`config.mk`:
```
export PLATFORM = sky130hd
export DESIGN_NAME = acfb_ram
export DESIGN_NICKNAME = d
export VERILOG_FILES = /design/src/rtl/acfb_ram.sv
export SDC_FILE = /design/constraint.sdc
export NUM_CORES = 1
export LEC_CHECK = 0
export BUFFER_PORTS_ARGS = -buffer_cell sky130_fd_sc_hd__clkbuf_2
export CELL_PAD_IN_SITES_DETAIL_PLACEMENT = 1
export CELL_PAD_IN_SITES_GLOBAL_PLACEMENT = 2
export CORE_UTILIZATION = 31
export DETAILED_ROUTE_END_ITERATION = 7
export PLACE_DENSITY_LB_ADDON = 0.1
export SYNTH_ARGS = -nofsm -noshare
export SYNTH_HDL_FRONTEND = slang
export SYNTH_SLANG_ARGS = --single-unit
```
`constraint.sdc`:
```
create_clock -name i_clk -period 6.1 [get_ports i_clk]
set_input_delay 0 -clock i_clk [delete_from_list [all_inputs] [get_ports i_clk]]
set_output_delay 0 -clock i_clk [all_outputs]
set_load 0.05 [all_outputs]
```
`src/rtl/acfb_ram.sv`:
```
// generic single-write, single-read ram with registered read data
// no dependencies
`default_nettype none
module acfb_ram #(
    parameter int WIDTH = 32,
    parameter int DEPTH = 16
) (
    input  wire logic                     i_clk,
    input  wire logic                     i_we,
    input  wire logic [$clog2(DEPTH)-1:0] i_waddr,
    input  wire logic [WIDTH-1:0]         i_wdata,
    input  wire logic [$clog2(DEPTH)-1:0] i_raddr,
    output logic      [WIDTH-1:0]         o_rdata
);
    logic [WIDTH-1:0] r_mem [DEPTH];

    always_ff @(posedge i_clk) begin
        if (i_we) begin
            r_mem[i_waddr] <= i_wdata;
        end
        o_rdata <= r_mem[i_raddr];
    end
endmodule
`default_nettype wire

```
==> impl_metrics.py <==
metrics = {
    "placed_design": {
        "place_congestion": 0.6568,
        "port_buffers": 73,
        "hpwl_microns": 23740,
        "place_ws_ps": 3694,
    },
    "min_path": {
        "min_to": "r_mem[11][19]$_DFFE_PP_",
        "hp-class": "in2reg",
        "min_path_cells": 3,
        "min-delay-start": "i_we",
    },
    "sta": {
        "finalClockSkew_ps": 18.94,
        "min_period_ps": 2044,
        "tightestPinTransition_ps": 977.3,
        "fin_crit_sh_pct": 33.50,
        "setup_viol": 0,
        "holdWs_ps": 120.9,
        "relSlewSlack_pct": 34.69,
        "slew_viol_final": 0,
        "setup_slack_ps": 4056,
        "max_freq_mhz": 489.3,
        "fin_tns_setup_ps": 0,
        "rsz0062_at_grt": "no",
        "hold_viol": 0,
    },
    "worst_setup_path": {
        "cp-start-kind": "primary input",
        "critPathMaxFanout": 57,
        "r2r_end": "o_rdata[18]$_DFF_P_",
        "critical_path_arrival_ps": 2530,
        "reg2reg_from": "r_mem[1][18]$_DFFE_PP_",
        "crit_type": "in2reg",
        "r2r_cells": 3,
        "crit_required_ps": 6590,
        "rrSetupSlack_ps": 4790,
        "setup.worst_path.end_class": "flop",
    },
    "routing": {
        "drcViolationCount": 0,
        "ant_nets": 0,
        "totalWireLength_microns": 51630,
        "drt_iter0_drc": 607,
        "wire_per_inst_microns": 27.36,
        "viasPerCell": 4.865,
        "vias": 9181,
        "drtPass1Iterations": 5,
    },
    "die": {
        "die_y_microns": 255.1,
        "dieArea_sq_um": 65060,
        "start_util_pct": 31.42,
        "core-area_sq_um": 63200,
        "ios": 74,
        "die_w_microns": 255.1,
        "fp-row-count": 92,
    },
    "clock_tree": {
        "clock_path_buffers": 3,
        "numCtsBuffers": 61,
        "cts_tree": "built",
        "cts_root_buffer": "clkbuf_16",
        "path_clk_slew_ps": 60,
        "post-cts-setup-buffers": 0,
        "worstSkewPairLatency_ps": 630,
        "clkSinkCount": 544,
        "cts_htree_levels": 2,
        "ctsResizeCount": 0,
    },
    "yosys": {
        "syn_avg_cell_area_sq_um": 23.69,
        "ys_seq_elements": 544,
        "syn-cell-area_sq_um": 19850,
        "yosys_warnings": 0,
        "ys_types": 18,
        "syn-num-nets": 880,
        "yosysTopAreaCell": "edfxtp_1",
        "synth_edf_count": 512,
        "synthFlopType": "edfxtp_1",
        "async_flop_share_pct": 0,
        "netlist_instances": 838,
        "synth_top_area_share_pct": 77.44,
        "synthTopCellsByArea": "edfxtp_1 (77%), mux4_2 (15%), dfxtp_1 (3.2%), a22oi_1 (2.4%), nand2_1 (0.62%)",
        "yosysSeqAreaShare_pct": 80.67,
    },
    "outcome": {
        "status": "completed",
    },
    "layout": {
        "nFillCells": 5994,
        "area_growth_pct": 19.07,
        "nets": 1029,
        "drive_gt1_share_pct": 32.21,
    },
    "power_and_ir_drop": {
        "p_per_area_nw_per_um2": 346.5,
        "max-vdd-ir-drop_uv": 206.1,
        "p_leak_nw": 7.549,
    },
    "job": {
        "cap_violations": 0,
    },
    "grt": {
        "grt_max_degree": 70,
        "grt_pass1_vias": 10260,
        "grt_pass1_wl_microns": 73890,
        "gr-total-overflow": 0,
        "grt_usage_pct": 16.35,
        "antenna_found_initial": 3,
    },
}
## per-layer routing
layer | routed length [microns] | track usage [%]
met1 | 24430 | 23.33
met5 | 12 | 0
met4 | 907 | 4.003
met3 | 1755 | 2.848
met2 | 24530 | 26.00
## cells in the mapped netlist, types with 2 or more instances
cell,n
a22oi_1,64
buf_1,9
buf_2,4
buf_4,11
buf_6,2
clkbuf_1,17
dfxtp_1,32
edfxtp_1,512
mux4_2,128
nand2_1,33
nand2b_1,2
nand3b_1,2
nor2_1,13
nor2b_1,2
nor3_1,4
## sequential cells by signal, indices dropped and copies added (netlist names)
register and cells:
r_mem 512, o_rdata 32
## critical path, cell delays in order
cell	delay, ps
dlygate4sd3_1	540
buf_6	350
buf_4	820
mux4_2	410
a22oi_1	220
nand2_1	80
## report_power, final
group          switching [W]  internal (W)
sequential         0.0000280       0.00418
clock                0.00148       0.00203
combinational       0.000312      0.000160
total                0.00182       0.00638
## per-stage QoR
step / cells / instance area [sq um] / power, W / util (%)
after floorplan: 838 / 19850 / 0.004566 / -
after global placement: 1737 / 21390 / 0.004752 / 33.85
after detailed placement: 1737 / 21390 / 0.004757 / 33.85
after CTS: 1886 / 23640 / 0.008316 / 37.40
after global routing: 1887 / 23640 / 0.008480 / 37.41
final: 1887 / 23640 / 0.008192 / 37.41
## worst max-delay path by stage
stage	startpoint	endpoint	slack, ps	cells past startpoint
global placement	i_raddr[0]	o_rdata[2]$_DFF_P_	3700	5
detailed placement	i_waddr[2]	r_mem[1][20]$_DFFE_PP_	3690	4
finish	i_raddr[1]	o_rdata[30]$_DFF_P_	4060	6
global route	i_raddr[1]	o_rdata[31]$_DFF_P_	3940	6
floorplan	i_waddr[2]	r_mem[0][0]$_DFFE_PP_	2920	2
CTS	i_raddr[1]	o_rdata[4]$_DFF_P_	4070	6
## cell usage in the layout, fill, tap and decap left out
cell type      count
dfxtp_1           32
buf_8              1
edfxtp_1         512
clkbuf_16         63
clkinv_1           7
buf_4             22
clkbuf_8           5
nand3_1            1
clkinv_4           1
nand2_1           33
dlygate4sd3_1     33
buf_12             1
nor2b_4            2
diode_2            1
nor2_4            13
clkbuf_1          19
nand3b_1           2
clkinv_2          16
mux4_2           128
and2_2             1
nand2b_1           2
nor3_2             4
clkinvlp_4         1
or3b_2             1
clkbuf_2          71
a22oi_1           64
bufinv_16          2
buf_6              1
inv_6              2
## cells by family (layout without fill, tap and decap cells)
logic type	Yosys count	in the layout	synth area share [%]
compound gates	64	64	2.420
other cells	0	1	0
mux	128	128	14.52
buf+inv	43	245	1.122
flops	544	544	80.67
simple gates	59	59	1.273
## what timing repair did
item,in CTS,in global routing
setup endpoints to repair,0,0
endpoints found under the hold margin,513,0
hold buffers,33,0
## layout make-up
class | instances | area (sq um) | share of cell area, %
well taps | 846 | 1059 | 4.478
repair buffers | 129 | 897.1 | 3.795
multi-input cells | 251 | 3750 | 15.86
diodes | 1 | 2.502 | 0.01059
clock inverters | 29 | 200.2 | 0.8468
flip-flops and latches | 544 | 16020 | 67.75
clock buffers | 87 | 1717 | 7.262
Power figures use the tool's default switching activity.
